## src/oahsp_pkg.sv

```systemverilog
`timescale 1ns / 1ps

package oahsp_pkg;

    // Field widths
    localparam int OP_W      = 2;
    localparam int KEY_W     = 31;
    localparam int STATUS_W  = 2;
    localparam int SLOT_W    = 4;
    localparam int SIZE_W    = 5;

    // Default store depth
    localparam int MAX_SLOTS_DEF = 16;

    // Size register after reset
    localparam logic [SIZE_W-1:0] SIZE_RESET = 5'd7;

    // Remainder unit: key bits folded in per cycle, key padded to a multiple
    localparam int MOD_DIGIT = 4;
    localparam int KEY_PAD_W = ((KEY_W + MOD_DIGIT - 1) / MOD_DIGIT) * MOD_DIGIT;
    localparam int MOD_STEPS = KEY_PAD_W / MOD_DIGIT;
    localparam int MOD_CNT_W = (MOD_STEPS > 1) ? $clog2(MOD_STEPS) : 1;

    // Operation codes
    localparam logic [OP_W-1:0] OP_SEARCH = 2'd0;
    localparam logic [OP_W-1:0] OP_INSERT = 2'd1;
    localparam logic [OP_W-1:0] OP_REMOVE = 2'd2;
    localparam logic [OP_W-1:0] OP_UNUSED = 2'd3;

    // Result status codes
    localparam logic [STATUS_W-1:0] ST_OK   = 2'd0;
    localparam logic [STATUS_W-1:0] ST_MISS = 2'd1;
    localparam logic [STATUS_W-1:0] ST_FULL = 2'd2;

    // Controller to datapath
    typedef struct packed {
        logic start;       // load a new request
        logic mod_step;    // fold one digit of the key into the remainder
        logic chk;         // slot data valid, read next probe address
        logic finish;      // take the result, update the store
        logic out_load;    // move the result into the output register
        logic clear_step;  // clear one occupancy entry after reset
    } cmd_t;

    // Datapath to controller
    typedef struct packed {
        logic mod_last;
        logic op_bad;
        logic stop;
        logic clear_last;
        logic out_free;
    } sts_t;

endpackage

```

## src/open_address_hash_set_probe.sv

```systemverilog
`timescale 1ns / 1ps
// Hash set of 31-bit keys, open addressing with triangular probing.
// Input channel s_*: one request (s_op: search, insert or remove; s_key).
// Output channel m_*: exactly one result per request (m_status, m_slot),
// in request order. Configuration channel cfg_*: writes the number of
// slots in use (cfg_table_size); cfg_ready is always high. The user must
// see that it is written only while no request is outstanding; the block
// does not enforce this. Steps: key mod size in the remainder unit (4 key
// bits per cycle), a read-issue state, the probe walk through the slot
// stores (up to as many probes as the active size) and the load into the
// output register; an unused op skips the walk. The probe walk through
// the registered slot-store read is the part whose length varies. One
// request is worked on at a time; s_ready returns once the result sits in
// the output register.
// Reset: the size returns to 7 and a clearing pass over all MAX_SLOTS
// entries empties the occupancy store; s_ready stays low until it completes.
// Stall: a result held by a low m_ready stays in the output register; the
// following request is processed but waits for the register to free up.
module open_address_hash_set_probe #(
    parameter int MAX_SLOTS = oahsp_pkg::MAX_SLOTS_DEF
) (
    input  logic                             aclk,
    input  logic                             aresetn,
    input  logic                             cfg_valid,
    output logic                             cfg_ready,
    input  logic [oahsp_pkg::SIZE_W-1:0]     cfg_table_size,
    input  logic                             s_valid,
    output logic                             s_ready,
    input  logic [oahsp_pkg::OP_W-1:0]       s_op,
    input  logic [oahsp_pkg::KEY_W-1:0]      s_key,
    output logic                             m_valid,
    input  logic                             m_ready,
    output logic [oahsp_pkg::STATUS_W-1:0]   m_status,
    output logic [oahsp_pkg::SLOT_W-1:0]     m_slot
);

    import oahsp_pkg::*;

    cmd_t cmd;
    sts_t sts;

    assign cfg_ready = 1'b1;

    // Sequencer
    oahsp_ctrl u_ctrl (
        .aclk    (aclk),
        .aresetn (aresetn),
        .s_valid (s_valid),
        .s_ready (s_ready),
        .sts     (sts),
        .cmd     (cmd)
    );

    // Remainder unit, probe registers, slot stores and output register
    oahsp_dp #(
        .MAX_SLOTS (MAX_SLOTS)
    ) u_dp (
        .aclk           (aclk),
        .aresetn        (aresetn),
        .cmd            (cmd),
        .sts            (sts),
        .cfg_valid      (cfg_valid),
        .cfg_table_size (cfg_table_size),
        .s_op           (s_op),
        .s_key          (s_key),
        .m_valid        (m_valid),
        .m_ready        (m_ready),
        .m_status       (m_status),
        .m_slot         (m_slot)
    );

endmodule

```

## src/oahsp_ram.sv

```systemverilog
`timescale 1ns / 1ps

module oahsp_ram #(
    parameter int WIDTH = 8,
    parameter int DEPTH = 16
) (
    input  logic                     aclk,
    input  logic                     we,
    input  logic [$clog2(DEPTH)-1:0] waddr,
    input  logic [WIDTH-1:0]         wdata,
    input  logic [$clog2(DEPTH)-1:0] raddr,
    output logic [WIDTH-1:0]         rdata
);

    logic [WIDTH-1:0] mem_reg [DEPTH];
    logic [WIDTH-1:0] rdata_reg;

    // One write port, one registered read port
    always_ff @(posedge aclk) begin
        if (we) begin
            mem_reg[waddr] <= wdata;
        end
        rdata_reg <= mem_reg[raddr];
    end

    assign rdata = rdata_reg;

endmodule

```

## src/oahsp_ctrl.sv

```systemverilog
`timescale 1ns / 1ps

module oahsp_ctrl (
    input  logic              aclk,
    input  logic              aresetn,
    input  logic              s_valid,
    output logic              s_ready,
    input  oahsp_pkg::sts_t   sts,
    output oahsp_pkg::cmd_t   cmd
);

    import oahsp_pkg::*;

    localparam logic [2:0] S_CLEAR = 3'd0;
    localparam logic [2:0] S_IDLE  = 3'd1;
    localparam logic [2:0] S_MOD   = 3'd2;
    localparam logic [2:0] S_ISSUE = 3'd3;
    localparam logic [2:0] S_CHK   = 3'd4;
    localparam logic [2:0] S_DONE  = 3'd5;

    logic [2:0] state_reg;
    logic [2:0] state_next;

    // Next state and commands
    always_comb begin
        state_next = state_reg;
        cmd        = '0;
        unique case (state_reg)
            S_CLEAR: begin
                cmd.clear_step = 1'b1;
                if (sts.clear_last) begin
                    state_next = S_IDLE;
                end
            end
            S_IDLE: begin
                if (s_valid) begin
                    cmd.start  = 1'b1;
                    state_next = S_MOD;
                end
            end
            S_MOD: begin
                cmd.mod_step = 1'b1;
                if (sts.mod_last) begin
                    if (sts.op_bad) begin
                        cmd.finish = 1'b1;
                        state_next = S_DONE;
                    end else begin
                        state_next = S_ISSUE;
                    end
                end
            end
            S_ISSUE: begin
                state_next = S_CHK;
            end
            S_CHK: begin
                cmd.chk = 1'b1;
                if (sts.stop) begin
                    cmd.finish = 1'b1;
                    state_next = S_DONE;
                end
            end
            S_DONE: begin
                if (sts.out_free) begin
                    cmd.out_load = 1'b1;
                    state_next   = S_IDLE;
                end
            end
            default: begin
                state_next = S_IDLE;
            end
        endcase
    end

    always_ff @(posedge aclk) begin
        if (!aresetn) begin
            state_reg <= S_CLEAR;
        end else begin
            state_reg <= state_next;
        end
    end

    assign s_ready = (state_reg == S_IDLE);

    // Probing keeps going until a stop condition
    a_probe_continues: assert property (@(posedge aclk) disable iff (!aresetn)
        (state_reg == S_CHK && !sts.stop) |=> (state_reg == S_CHK))
        else $error("probe walk left early");

    // Every finished request waits for the output register
    a_finish_to_done: assert property (@(posedge aclk) disable iff (!aresetn)
        cmd.finish |=> (state_reg == S_DONE))
        else $error("finished request skipped hand-off");

    // No request is taken while the occupancy store is being cleared
    a_no_start_in_clear: assert property (@(posedge aclk) disable iff (!aresetn)
        $past(state_reg == S_CLEAR && !sts.clear_last) |-> !s_ready)
        else $error("request accepted during clearing pass");

endmodule

```

## src/oahsp_dp.sv

```systemverilog
`timescale 1ns / 1ps

module oahsp_dp #(
    parameter int MAX_SLOTS = oahsp_pkg::MAX_SLOTS_DEF
) (
    input  logic                             aclk,
    input  logic                             aresetn,
    input  oahsp_pkg::cmd_t                  cmd,
    output oahsp_pkg::sts_t                  sts,
    input  logic                             cfg_valid,
    input  logic [oahsp_pkg::SIZE_W-1:0]     cfg_table_size,
    input  logic [oahsp_pkg::OP_W-1:0]       s_op,
    input  logic [oahsp_pkg::KEY_W-1:0]      s_key,
    output logic                             m_valid,
    input  logic                             m_ready,
    output logic [oahsp_pkg::STATUS_W-1:0]   m_status,
    output logic [oahsp_pkg::SLOT_W-1:0]     m_slot
);

    import oahsp_pkg::*;

    localparam int ADDR_W = $clog2(MAX_SLOTS);
    localparam int N_W    = SIZE_W;

    logic [SIZE_W-1:0]    size_reg;
    logic [N_W-1:0]       n_act;
    logic [N_W-1:0]       n_reg;
    logic [OP_W-1:0]      op_reg;
    logic [KEY_W-1:0]     key_reg;
    logic [KEY_PAD_W-1:0] kshift_reg;
    logic [MOD_CNT_W-1:0] mod_cnt_reg;
    logic [N_W-1:0]       rem_reg;
    logic [N_W-1:0]       rem_next;
    logic [N_W-1:0]       h_reg;
    logic [N_W-1:0]       i_reg;
    logic [N_W:0]         i_plus;
    logic [N_W:0]         h_sum;
    logic [N_W-1:0]       h_adv;
    logic                 last_probe;
    logic [ADDR_W-1:0]    clr_reg;
    logic                 used_rd;
    logic [KEY_W-1:0]     key_rd;
    logic                 match;
    logic                 empty;
    logic [STATUS_W-1:0]  res_status;
    logic [N_W-1:0]       res_slot;
    logic                 used_wr;
    logic                 used_val;
    logic                 key_wr;
    logic [STATUS_W-1:0]  hold_status_reg;
    logic [SLOT_W-1:0]    hold_slot_reg;
    logic                 m_valid_reg;
    logic [STATUS_W-1:0]  m_status_reg;
    logic [SLOT_W-1:0]    m_slot_reg;
    logic                 used_we;
    logic [ADDR_W-1:0]    used_waddr;
    logic [ADDR_W-1:0]    h_addr;
    logic [ADDR_W-1:0]    rd_addr;

    // Size register
    always_ff @(posedge aclk) begin
        if (!aresetn) begin
            size_reg <= SIZE_RESET;
        end else if (cfg_valid) begin
            size_reg <= cfg_table_size;
        end
    end

    // Slots in use: zero acts as one, capped at the store depth
    always_comb begin
        if (size_reg == '0) begin
            n_act = N_W'(1);
        end else if (32'(size_reg) > 32'(MAX_SLOTS)) begin
            n_act = N_W'(MAX_SLOTS);
        end else begin
            n_act = size_reg;
        end
    end

    // Remainder of the key by the size, one key digit per cycle
    always_comb begin
        logic [N_W:0] t;
        logic [N_W-1:0] r;
        r = rem_reg;
        for (int j = 0; j < MOD_DIGIT; j++) begin
            t = {r, kshift_reg[KEY_PAD_W-1-j]};
            if (t >= {1'b0, n_reg}) begin
                t = t - {1'b0, n_reg};
            end
            r = t[N_W-1:0];
        end
        rem_next = r;
    end

    // Next probe slot: (h + i + 1) mod n, both terms below n
    assign i_plus     = {1'b0, i_reg} + (N_W+1)'(1);
    assign last_probe = (i_plus == {1'b0, n_reg});
    assign h_sum      = {1'b0, h_reg} + i_plus;
    assign h_adv      = (h_sum >= {1'b0, n_reg}) ? N_W'(h_sum - {1'b0, n_reg})
                                                 : h_sum[N_W-1:0];

    // Request, remainder and probe registers
    always_ff @(posedge aclk) begin
        if (cmd.start) begin
            op_reg      <= s_op;
            key_reg     <= s_key;
            kshift_reg  <= KEY_PAD_W'(s_key);
            n_reg       <= n_act;
            mod_cnt_reg <= '0;
            rem_reg     <= '0;
        end else if (cmd.mod_step) begin
            kshift_reg  <= kshift_reg << MOD_DIGIT;
            mod_cnt_reg <= mod_cnt_reg + MOD_CNT_W'(1);
            rem_reg     <= rem_next;
            if (sts.mod_last) begin
                h_reg <= rem_next;
                i_reg <= '0;
            end
        end else if (cmd.chk && !sts.stop) begin
            h_reg <= h_adv;
            i_reg <= i_plus[N_W-1:0];
        end
    end

    // Clearing pass counter
    always_ff @(posedge aclk) begin
        if (!aresetn) begin
            clr_reg <= '0;
        end else if (cmd.clear_step) begin
            clr_reg <= clr_reg + ADDR_W'(1);
        end
    end

    // Probe outcome
    assign match = used_rd && (key_rd == key_reg);
    assign empty = !used_rd;

    // Result and store update
    always_comb begin
        res_status = ST_MISS;
        res_slot   = '0;
        used_wr    = 1'b0;
        used_val   = 1'b0;
        key_wr     = 1'b0;
        if (op_reg == OP_UNUSED) begin
            res_status = ST_MISS;
        end else if (match) begin
            res_status = ST_OK;
            res_slot   = h_reg;
            if (op_reg == OP_REMOVE) begin
                used_wr = 1'b1;
            end
        end else if (empty) begin
            if (op_reg == OP_INSERT) begin
                res_status = ST_OK;
                res_slot   = h_reg;
                used_wr    = 1'b1;
                used_val   = 1'b1;
                key_wr     = 1'b1;
            end
        end else if (op_reg == OP_INSERT) begin
            res_status = ST_FULL;
        end
    end

    always_ff @(posedge aclk) begin
        if (cmd.finish) begin
            hold_status_reg <= res_status;
            hold_slot_reg   <= SLOT_W'(res_slot);
        end
    end

    // Slot stores
    assign h_addr     = ADDR_W'(h_reg);
    assign rd_addr    = cmd.chk ? ADDR_W'(h_adv) : h_addr;
    assign used_we    = cmd.clear_step || (cmd.finish && used_wr);
    assign used_waddr = cmd.clear_step ? clr_reg : h_addr;

    oahsp_ram #(
        .WIDTH (1),
        .DEPTH (MAX_SLOTS)
    ) u_used_ram (
        .aclk  (aclk),
        .we    (used_we),
        .waddr (used_waddr),
        .wdata (cmd.clear_step ? 1'b0 : used_val),
        .raddr (rd_addr),
        .rdata (used_rd)
    );

    oahsp_ram #(
        .WIDTH (KEY_W),
        .DEPTH (MAX_SLOTS)
    ) u_key_ram (
        .aclk  (aclk),
        .we    (cmd.finish && key_wr),
        .waddr (h_addr),
        .wdata (key_reg),
        .raddr (rd_addr),
        .rdata (key_rd)
    );

    // Output register
    always_ff @(posedge aclk) begin
        if (!aresetn) begin
            m_valid_reg <= 1'b0;
        end else if (cmd.out_load) begin
            m_valid_reg <= 1'b1;
        end else if (m_ready) begin
            m_valid_reg <= 1'b0;
        end
    end

    always_ff @(posedge aclk) begin
        if (cmd.out_load) begin
            m_status_reg <= hold_status_reg;
            m_slot_reg   <= hold_slot_reg;
        end
    end

    assign m_valid  = m_valid_reg;
    assign m_status = m_status_reg;
    assign m_slot   = m_slot_reg;

    // Status to controller
    assign sts.mod_last   = (mod_cnt_reg == MOD_CNT_W'(MOD_STEPS - 1));
    assign sts.op_bad     = (op_reg == OP_UNUSED);
    assign sts.stop       = empty || match || last_probe;
    assign sts.clear_last = (clr_reg == ADDR_W'(MAX_SLOTS - 1));
    assign sts.out_free   = !m_valid_reg || m_ready;

    // Probe position stays inside the active slots
    a_probe_in_range: assert property (@(posedge aclk) disable iff (!aresetn)
        cmd.chk |-> (h_reg < n_reg) && (i_reg < n_reg))
        else $error("probe outside active slots");

    // Keys are only ever written by an insert that found an empty slot
    a_key_write_insert: assert property (@(posedge aclk) disable iff (!aresetn)
        (cmd.finish && key_wr) |-> (op_reg == OP_INSERT) && empty && cmd.chk)
        else $error("key store written outside insert");

    // A result appears only through a load command
    a_out_from_load: assert property (@(posedge aclk) disable iff (!aresetn)
        $rose(m_valid_reg) |-> $past(cmd.out_load))
        else $error("result appeared without load");

    // Loading never overwrites a result that has not been taken
    a_no_overwrite: assert property (@(posedge aclk) disable iff (!aresetn)
        cmd.out_load |-> (!m_valid_reg || m_ready))
        else $error("pending result overwritten");

endmodule

```

## config.mk

```make
export PLATFORM = sky130hd
export DESIGN_NAME = open_address_hash_set_probe
export DESIGN_NICKNAME = d
export VERILOG_FILES = /design/src/oahsp_pkg.sv /design/src/open_address_hash_set_probe.sv /design/src/oahsp_ram.sv /design/src/oahsp_ctrl.sv /design/src/oahsp_dp.sv
export SDC_FILE = /design/constraint.sdc
export NUM_CORES = 1
export LEC_CHECK = 0
export BUFFER_PORTS_ARGS = -buffer_cell sky130_fd_sc_hd__buf_2
export CORE_ASPECT_RATIO = 1.5
export CORE_MARGIN = 2
export CORE_UTILIZATION = 50
export CTS_BUF_LIST = sky130_fd_sc_hd__clkbuf_4
export CTS_CLUSTER_SIZE = 16
export DETAILED_ROUTE_END_ITERATION = 6
export HOLD_SLACK_MARGIN = 0.06
export PLACE_DENSITY = 0.62
export SETUP_SLACK_MARGIN = 0.1
export SYNTH_ARGS = -nofsm -noshare
export SYNTH_HDL_FRONTEND = slang
export SYNTH_SLANG_ARGS = --single-unit
```

## constraint.sdc

```tcl
create_clock -name aclk -period 8.5 [get_ports aclk]
set_input_delay 0.85 -clock aclk [delete_from_list [all_inputs] [get_ports aclk]]
set_output_delay 0.85 -clock aclk [all_outputs]
set_load 0.01 [all_outputs]
```

Word level (Yosys, flattened, before mapping). Memories as Yosys holds them, arrays and structs flattened. A register that Yosys moved wholly into a read port is not among the register bits. Cells that the tools add are included.

$add $sub $neg: 9. Magnitude comparators: 6. Equality and inequality tests: 18. Multiplexer cells: 55. Bitwise gates (word level): 1. Reduce and logical (&&, ||, !) cells: 20.

Operators with widths (count): $mux 31 (2); $mux 5 (12); $eq 31x31->1 (1); $ge 6x5->1 (5); $mux 1 (26); $sub 5x5->5 (5); $mux 4 (5); $mux 3 (6); $pmux 3 s6 (1); $eq 3x3->1 const B (3); $ne 2x2->1 const B (4); $add 5x1->6 const B (1); $add 5x6->6 (1); $eq 3x2->1 const B (2); $eq 6x5->1 (1); $reduce_bool 2->1 (3); $gt 5x5->1 const B (1); $logic_not 5->1 (1); $reduce_and 5->1 (1); $add 4x1->4 const B (1); $eq 2x2->1 const B (2); $eq 4x4->1 const B (1); $logic_and 1x1->1 (4); $logic_or 1x1->1 (4); 11 further kinds (16).

Flip-flop bits (word level): 113. Memory bits (writable): 512. Bits of input ports: 43. Output and inout bits: 9. Logic and storage cells: 130. Memories: 2.

Memory list: u_dp.u_key_ram.mem_reg (depth 16, bits a word 31, read ports 1, clocked after memory_dff 1, wr ports 1, line oahsp_ram.sv:15) `logic [WIDTH-1:0] mem_reg [DEPTH];`; u_dp.u_used_ram.mem_reg (depth 16, bits a word 1, read ports 1, clocked after memory_dff 1, wr ports 1, line oahsp_ram.sv:15).

Longest topological paths before layout. Gate-level depths: netlist of the first run.

Depth in word-level cells: 10. Depth in mapped cells: 29. Gate-level depth less buffers: 29.

Cells and area by module. Synthesis of the first run repeated with hierarchy kept, for this count alone.

Cells, all modules: 1403. Area, all modules: 26472.9 µm².

Modules (own cells, without submodules): oahsp_ram at u_dp.u_key_ram (times used 1, cells each 812, area each 19248.5 µm², sequential area each 15514.9 µm²); oahsp_dp (times used 1, cells each 507, area each 6206.0 µm², sequential area each 3113.0 µm²); oahsp_ram at u_dp.u_used_ram (times used 1, cells each 47, area each 745.7 µm², sequential area each 500.5 µm²); oahsp_ctrl (times used 1, cells each 35, area each 261.5 µm², sequential area each 60.1 µm²); open_address_hash_set_probe (times used 1, cells each 2, area each 11.3 µm², sequential area each 0.0 µm²).

Worst setup path before layout of the first run. Ideal clock, no wire load.

Path kind: register -> register. Start: register u_dp.n_reg[1]. End: register u_dp.h_reg[0] (data pin). Library setup time: 0.268 ns. Data arrival time: 6.304 ns. Setup slack: 1.928 ns. Cell stages (with the launch flop): 27. Buffers on the path: 0. Period minus slack after synthesis: 6.572 ns. Cells stage by stage: edfxtp_1 > inv_1 > fa_1 > and3_1 > o31a_1 > nor2_1 > mux2_2 > ha_1 > and4_1 > o21a_1 > nor3_1 > mux2i_1 > ha_1 > nor2b_1 > o21ai_0 > nand2b_1 > o22a_1 > nor3_1 > mux2i_1 > fa_1 > a21o_1 > a21oi_1 > nand2_1 > a21oi_1 > o211ai_2 > mux2_2 > o21ai_0.

Word-level cells in the longest chain between the ends: 10. Elaborated cells on any way between the ends: 16. Those cells by class: add/sub: 3; order compare: 5; mux: 8.

RTL lines: start, declared (line oahsp_dp.sv:27) `logic [N_W-1:0] n_reg;`; start signal, assigned (line oahsp_dp.sv:108) `n_reg <= n_act;`; $sub 5x5->5 / $ge 6x5->1 (equally long branches) (line oahsp_dp.sv:88, oahsp_dp.sv:87); $mux 5 (line oahsp_dp.sv:87) `if (t >= {1'b0, n_reg}) begin`; $sub 5x5->5 / $ge 6x5->1 (equally long branches) (line oahsp_dp.sv:88, oahsp_dp.sv:87); $mux 5 (line oahsp_dp.sv:87); $sub 5x5->5 / $ge 6x5->1 (equally long branches) (line oahsp_dp.sv:88, oahsp_dp.sv:87); $mux 5 (line oahsp_dp.sv:87); $ge 6x5->1 (line oahsp_dp.sv:87); $mux 5 (line oahsp_dp.sv:87); $mux 5 (line oahsp_dp.sv:115) `if (sts.mod_last) begin`; $mux 5 * (line oahsp_dp.sv:111) `end else if (cmd.mod_step) begin`; end signal, assigned (line oahsp_dp.sv:116) `h_reg <= rem_next;`; end signal, assigned (line oahsp_dp.sv:120) `h_reg <= h_adv;`; end, declared (line oahsp_dp.sv:34) `logic [N_W-1:0] h_reg;`.

Every way passes the cells marked *; elsewhere a longest branch is shown, timed or not. The select of a mux whose other input is x is not followed. A chain may end at the register's enable or synchronous reset.

Worst setup path in the final report of the first run.
Start: register u_dp.n_reg[1]. End: register u_dp.h_reg[2] (data pin).

Word-level cells in the longest chain between the ends: 10. Elaborated cells on any way between the ends: 18. Those cells by class: add/sub: 5; order compare: 5; mux: 8.

RTL lines (line): $sub 5x5->5 / $ge 6x5->1 (equally long branches) (oahsp_dp.sv:88, oahsp_dp.sv:87); $mux 5 (oahsp_dp.sv:87); $sub 5x5->5 / $ge 6x5->1 (equally long branches) (oahsp_dp.sv:88, oahsp_dp.sv:87); $mux 5 (oahsp_dp.sv:87); $sub 5x5->5 / $ge 6x5->1 (equally long branches) (oahsp_dp.sv:88, oahsp_dp.sv:87); $mux 5 (oahsp_dp.sv:87); $ge 6x5->1 / $sub 5x5->5 (equally long branches) (oahsp_dp.sv:87, oahsp_dp.sv:88); $mux 5 (oahsp_dp.sv:87); $mux 5 (oahsp_dp.sv:115); $mux 5 * (oahsp_dp.sv:111).

Marks and branches as above.

==> results of run 1 <==
critical path: cells and delay by family, from the launching register on:
kind	cells	cell delay, ns
buffers and inverters	1	0.27
and+or+nand+nor	8	1.84
AOI/OAI and AO/OA	9	1.77
DFF	1	0.48
adders and majority gates	4	1.60
muxes	4	1.24
area by class of cell:
type                            instances  area [sq um]
Fill cell                            4533         24500
Clock buffer                          227          1700
Inverter                               35           131
Multi-Input combinational cell       1076          8350
Sequential cell                       657         19200
Clock inverter                         56           350
Tap cell                              702           878
Antenna cell                            1          2.50
Timing Repair Buffer                   93           586
logic make-up after synthesis:
family	count (synthesis)	share of synthesized area
fa+ha+maj	42	0.0203
buf+inv	191	0.0289
xor+xnor	56	0.0184
mux	178	0.0649
other cells	1	0.000133
simple gates	245	0.0477
compound gates	554	0.137
flops	657	0.682
where the power goes:
group / leakage, nW / internal, mW / total, mW / switching, mW
sequential: 5.86 / 3.49 / 3.51 / 0.0183
combinational: 3.44 / 0.326 / 0.700 / 0.373
clock: 1.21 / 1.34 / 2.61 / 1.27
total: 10.5 / 5.15 / 6.82 / 1.66
synthesized netlist by cell type (all sizes together) (15+ instances only):
library cell | number | area share
edfxtp | 603 | 0.64
o21ai | 146 | 0.026
or3 | 35 | 0.0078
dfxtp | 54 | 0.038
a2111oi | 129 | 0.040
inv | 35 | 0.0047
nor2 | 50 | 0.0067
buf | 45 | 0.0093
and2 | 17 | 0.0038
o211ai | 131 | 0.035
nand2 | 39 | 0.0052
o22ai | 68 | 0.016
ha | 36 | 0.016
clkbuf | 111 | 0.015
mux2i | 144 | 0.051
a21oi | 24 | 0.0043
xnor2 | 16 | 0.0050
or4 | 33 | 0.0088
nor3 | 15 | 0.0028
mux2 | 34 | 0.014
xor2 | 38 | 0.012
how the worst max path moves through the flow:
| stage | startpoint | cells after the start | slack [ns] | end |
|---|---|---|---|---|
| after floorplan | u_dp.n_reg[1]$_SDFFCE_PP0P_ | 26 | 1.93 | u_dp.h_reg[0]$_DFFE_PP_ |
| after global placement | u_dp.n_reg[1]$_SDFFCE_PP0P_ | 26 | 1.21 | u_dp.h_reg[2]$_DFFE_PP_ |
| after detailed placement | u_dp.n_reg[1]$_SDFFCE_PP0P_ | 26 | 1.06 | u_dp.h_reg[2]$_DFFE_PP_ |
| after CTS | u_dp.n_reg[1]$_SDFFCE_PP0P_ | 26 | 1.03 | u_dp.h_reg[2]$_DFFE_PP_ |
| after global routing | u_dp.n_reg[1]$_SDFFCE_PP0P_ | 26 | 0.50 | u_dp.h_reg[2]$_DFFE_PP_ |
| final | u_dp.n_reg[1]$_SDFFCE_PP0P_ | 26 | 1.00 | u_dp.h_reg[2]$_DFFE_PP_ |
stage by stage:
step                      setup WS (ns)  hold slack [ns]  cells
final                              1.00            0.160   2847
after CTS                          1.03           0.0775   2846
after detailed placement           1.06            0.405   2563
after floorplan                    1.93            0.400   1924
after global routing              0.500           0.0922   2847
after global placement             1.21            0.420   2563
layer usage:
layer	vias up	GRT usage	part of all wire
li1	8053	-	-
met1	9363	0.317	0.36
met2	949	0.467	0.51
met3	190	0.0458	0.072
met4	0	0.146	0.050
met5	-	0	0
==> flow_metrics.tcl, run 1 <==
set metrics [dict create \
    status "finished clean" \
    critPathMaxStageDelay_ns 0.50 \
    clk_latency_ns 0.88 \
    dieArea_sq_mm 0.0582 \
    grt_pass1_vias 18731 \
    setup_viol 0 \
    path_clk_slew_ns 0.07 \
    postRouteAntennaNets 0 \
    synth.avg_cell_area_sq_um 14.6 \
    drv_cap 0 \
    drt-total-wl_microns 77400 \
    dr.first_iter.drc_count 1953 \
    hold_violations 0 \
    crit_path_frequent_cell "mux2i_1" \
    drc 0 \
    yosysWarnings 0 \
    worstHoldStart "s_op[1]" \
    grt_pass1_wl_microns 115000 \
    synthCells 1924 \
    wl_per_cell_microns 27.2 \
    final_common_cell "edfxtp_1" \
    synth_cell_types 66 \
    yosys_register_bits 657 \
    timing.slew.headroom 0.194 \
    r2r_cells 26 \
    crit_arrival_ns 8.06 \
    clock_path_buffers 3 \
    numClockSinks 657 \
    antenna_found_initial 2 \
    cp_data_required_time_ns 9.06 \
    coreArea_sq_mm 0.0557 \
    reg2reg_to "u_dp.h_reg[2]$_DFFE_PP_" \
    finalClockSkew_ns 0.0756 \
    gr-total-overflow 0 \
    initial_core_util 0.505 \
    dieHeight_microns 294 \
    utilization 0.560 \
    cts_made_buffers 153 \
    p_leak_nw 10.5 \
    ys_async_sr_fraction 0 \
    syn_nets 2009 \
    fmax_mhz 133 \
    setup_tns_ns 0 \
    num_rows 106 \
    final_cell_mix "edfxtp_1 (603), clkbuf_4 (227), o21ai_0 (143), mux2i_1 (143), o211ai_1 (130)" \
    viasPerCell 6.52 \
    critPathCaptureType "flip-flop" \
    rsz0062_at_grt "false" \
    crit_fanout 8 \
    worst_path_max_delay_cell "fa_1" \
    htree_levels 4 \
    seq_area_frac_synth 0.682 \
    irDropWorstVdd_mv 0.370 \
    syn_area_sq_mm 0.0281 \
    post-route-period-util 0.882 \
    hold_class "in2reg" \
    grt_max_degree 116 \
    final_max_slew_viol_count 0 \
    finalCriticalPeriod_ns 7.50 \
    grt_util_all_layers 0.268 \
    die_w_microns 198 \
    largest_register_ffs 496 \
    pin_count 52 \
    numPortBuffers 50 \
    power.density_mw_per_mm2 219 \
    num_vias 18555 \
    stdcell_area_sq_mm 0.0312 \
    root_buffer "clkbuf_4" \
    nNetsFinal 2101 \
    synth-edff-count 603 \
    final_layout_size_suffix_gt1_frac 0.194 \
    holdPathStages 1 \
    cts.hold.buffers_added 0 \
    hold_end "u_dp.op_reg[1]$_DFFE_PP_" \
    postCtsResizedCells 0 \
    ys.flop_type "edfxtp_1" \
    regToRegStartpoint "u_dp.n_reg[1]$_SDFFCE_PP0P_" \
    tightest_slew_ns 1.21 \
    place_area_sq_mm 0.0291 \
    cts_tree "yes" \
    place.detailed.hpwl_microns 42100 \
    r2r_slack_ns 1.00 \
    gp_congestion 0.897 \
    total_power_mw 6.82 \
    critPathKind "reg2reg" \
    area_growth_syn_to_layout_pct 10.9 \
    detail_route.first_pass.iterations 5 \
    post-cts-setup-buffers 0 \
    startpoint_type "flip-flop" \
]
Note: power is estimated with default switching activity, not from simulation.
==> run 2: changes to the inputs <==
--- a/config.mk
+++ b/config.mk
@@ -6,14 +6,14 @@
 export NUM_CORES = 1
 export LEC_CHECK = 0
 export BUFFER_PORTS_ARGS = -buffer_cell sky130_fd_sc_hd__buf_2
-export CORE_ASPECT_RATIO = 1.5
+export CORE_ASPECT_RATIO = 1.1
 export CORE_MARGIN = 2
 export CORE_UTILIZATION = 50
 export CTS_BUF_LIST = sky130_fd_sc_hd__clkbuf_4
 export CTS_CLUSTER_SIZE = 16
 export DETAILED_ROUTE_END_ITERATION = 6
 export HOLD_SLACK_MARGIN = 0.06
-export PLACE_DENSITY = 0.62
+export PLACE_DENSITY = 0.64
 export SETUP_SLACK_MARGIN = 0.1
 export SYNTH_ARGS = -nofsm -noshare
 export SYNTH_HDL_FRONTEND = slang
==> constraint.sdc (replaced) <==
create_clock -name aclk -period 6.7 [get_ports aclk]
set_input_delay 0.67 -clock aclk [delete_from_list [all_inputs] [get_ports aclk]]
set_output_delay 0.67 -clock aclk [all_outputs]
set_load 0.01 [all_outputs]
==> flow_metrics.tcl, run 2 (synthesis gave the netlist of run 1 again) <==
set metrics [dict create \
    timing.slew.headroom 0.175 \
    gr-total-overflow 0 \
    grt_pass1_vias 18289 \
    p_int_mw 6.77 \
    final_common_cell "edfxtp_1" \
    p_seq_frac 0.494 \
    detail_route.first_pass.iterations 6 \
    clk_latency_ns 1.02 \
    p_clk_frac 0.365 \
    nNetsFinal 2182 \
    utilization 0.576 \
    tightest_slew_ns 1.23 \
    postRouteAntennaNets 0 \
    p_leak_nw 10.9 \
    numClockSinks 657 \
    antenna_found_initial 5 \
    wl_per_cell_microns 24.7 \
    final_max_slew_viol_count 0 \
    drv_cap 0 \
    cp_data_required_time_ns 7.36 \
    cts_tree "yes" \
    dieArea_sq_mm 0.0582 \
    hold_class "in2reg" \
    irDropWorstVdd_mv 0.558 \
    total_power_mw 9.02 \
    dr.first_iter.drc_count 1822 \
    instances_no_fill 2972 \
    post-route-period-util 0.951 \
    path_clk_slew_ns 0.07 \
    startpoint_type "flip-flop" \
    grt_max_degree 129 \
    crit_fanout 5 \
    initial_core_util 0.504 \
    drt-total-wl_microns 73400 \
    critPathKind "reg2reg" \
    grt_pass1_wl_microns 110000 \
    final_layout_size_suffix_gt1_frac 0.212 \
    comb_power_share 0.141 \
    p_sw_mw 2.25 \
    sw_frac_of_total 0.249 \
    root_buffer "clkbuf_4" \
    num_rows 91 \
    die_w_microns 230 \
    crit_arrival_ns 7.03 \
    coreArea_sq_mm 0.0558 \
    place_inst 2622 \
    status "finished clean" \
    power.density_mw_per_mm2 281 \
    grt_util_all_layers 0.252 \
    num_vias 18438 \
    clock_path_buffers 3 \
    setup_viol 0 \
    drc 0 \
    htree_levels 4 \
    area_growth_syn_to_layout_pct 14.2 \
    whs_ns 0.387 \
    hold_violations 0 \
    cts_made_buffers 161 \
    critPathCaptureType "flip-flop" \
    largest_register_ffs 496 \
    pin_count 52 \
    finalClockSkew_ns 0.0797 \
    viasPerCell 6.20 \
    gp_congestion 0.859 \
    final_cell_mix "edfxtp_1 (603), clkbuf_4 (248), o21ai_0 (143)" \
    finalCriticalPeriod_ns 6.37 \
    numPortBuffers 50 \
    rsz0062_at_grt "false" \
    fmax_mhz 157 \
    place.detailed.hpwl_microns 40300 \
    dieHeight_microns 253 \
]
run 2: metal layers:
metal | wire, microns | GRT usage | vias to the layer above
met4 | 2280 | 0.113 | 0
met2 | 35400 | 0.401 | 862
li1 | - | - | 8228
met1 | 29200 | 0.320 | 9189
met3 | 6560 | 0.0767 | 159
met5 | 0 | 0 | -
run 2: per-stage QoR:
| step | setup TNS (ns) | worst slack, ns | area [sq um] |
|---|---|---|---|
| floorplan | 0 | 0.128 | 28100 |
| global placement | -0.691 | -0.146 | 29400 |
| detailed placement | -1.55 | -0.270 | 29400 |
| global route | 0 | 0.0308 | 32100 |
| finish | 0 | 0.330 | 32100 |
| CTS | 0 | 0.105 | 32000 |
run 2: timing repair:
item / CTS / global route
gates resized for setup: 9 / 18
endpoints found under the setup margin: 10 / 10
pin swaps: 1 / 10
hold buffers: 51 / 0
endpoints found under the hold margin: 77 / 0
setup buffers: 1 / 4
run 2: path summary, 6_finish.rpt:
path | startpoint | end | slack (ns) | cells after the start
max | u_dp.kshift_reg[31]$_SDFFE_PP0P_ | u_dp.h_reg[2]$_DFFE_PP_ | 0.33 | 27
min | s_key[3] | u_dp.key_reg[3]$_DFFE_PP_ | 0.39 | 2
max reg2reg | u_dp.kshift_reg[31]$_SDFFE_PP0P_ | u_dp.h_reg[2]$_DFFE_PP_ | 0.33 | 27
min reg2reg | u_dp.hold_slot_reg[2]$_SDFFCE_PP0P_ | u_dp.m_slot[2]$_DFFE_PP_ | 0.43 | 0
run 2: cell type report:
cell class / instances / area [sq um]
antenna: 2 / 5.00
inverter: 35 / 131
multi-input combinational: 1076 / 8480
tap: 744 / 931
timing repair buffer: 166 / 1310
fill: 4459 / 23700
clock buffer: 248 / 1860
clock inverter: 44 / 206
sequential: 657 / 19200
run 2: power groups by stage:
stage | Clock [mW] | Combinational (mW) | Sequential [mW]
5_1_grt | 3.55 | 1.37 | 4.45
3_5_place_dp | 0 | 0.921 | 4.54
3_3_place_gp | 0 | 0.873 | 4.54
4_1_cts | 3.36 | 1.04 | 4.45
2_1_floorplan | 0 | 0.712 | 4.53
6_report | 3.29 | 1.27 | 4.45
run 2: critical path, cell delays in order (launching register included):
cell      delay [ns]
dfxtp_1         0.31
inv_1           0.07
ha_1            0.16
inv_1           0.05
fa_2            0.34
and3_1          0.20
o31a_1          0.28
nor2_4          0.16
mux2_4          0.32
ha_1            0.31
and4_1          0.22
o21a_1          0.20
nor3_4          0.31
mux2i_2         0.32
ha_4            0.26
nor2b_1         0.12
o21ai_0         0.14
nand2b_1        0.10
o22a_2          0.23
or3_4           0.43
mux2_4          0.35
ha_4            0.24
a21oi_2         0.17
nand2_1         0.08
a21oi_2         0.17
o211ai_4        0.14
mux2i_2         0.26
o22ai_1         0.11
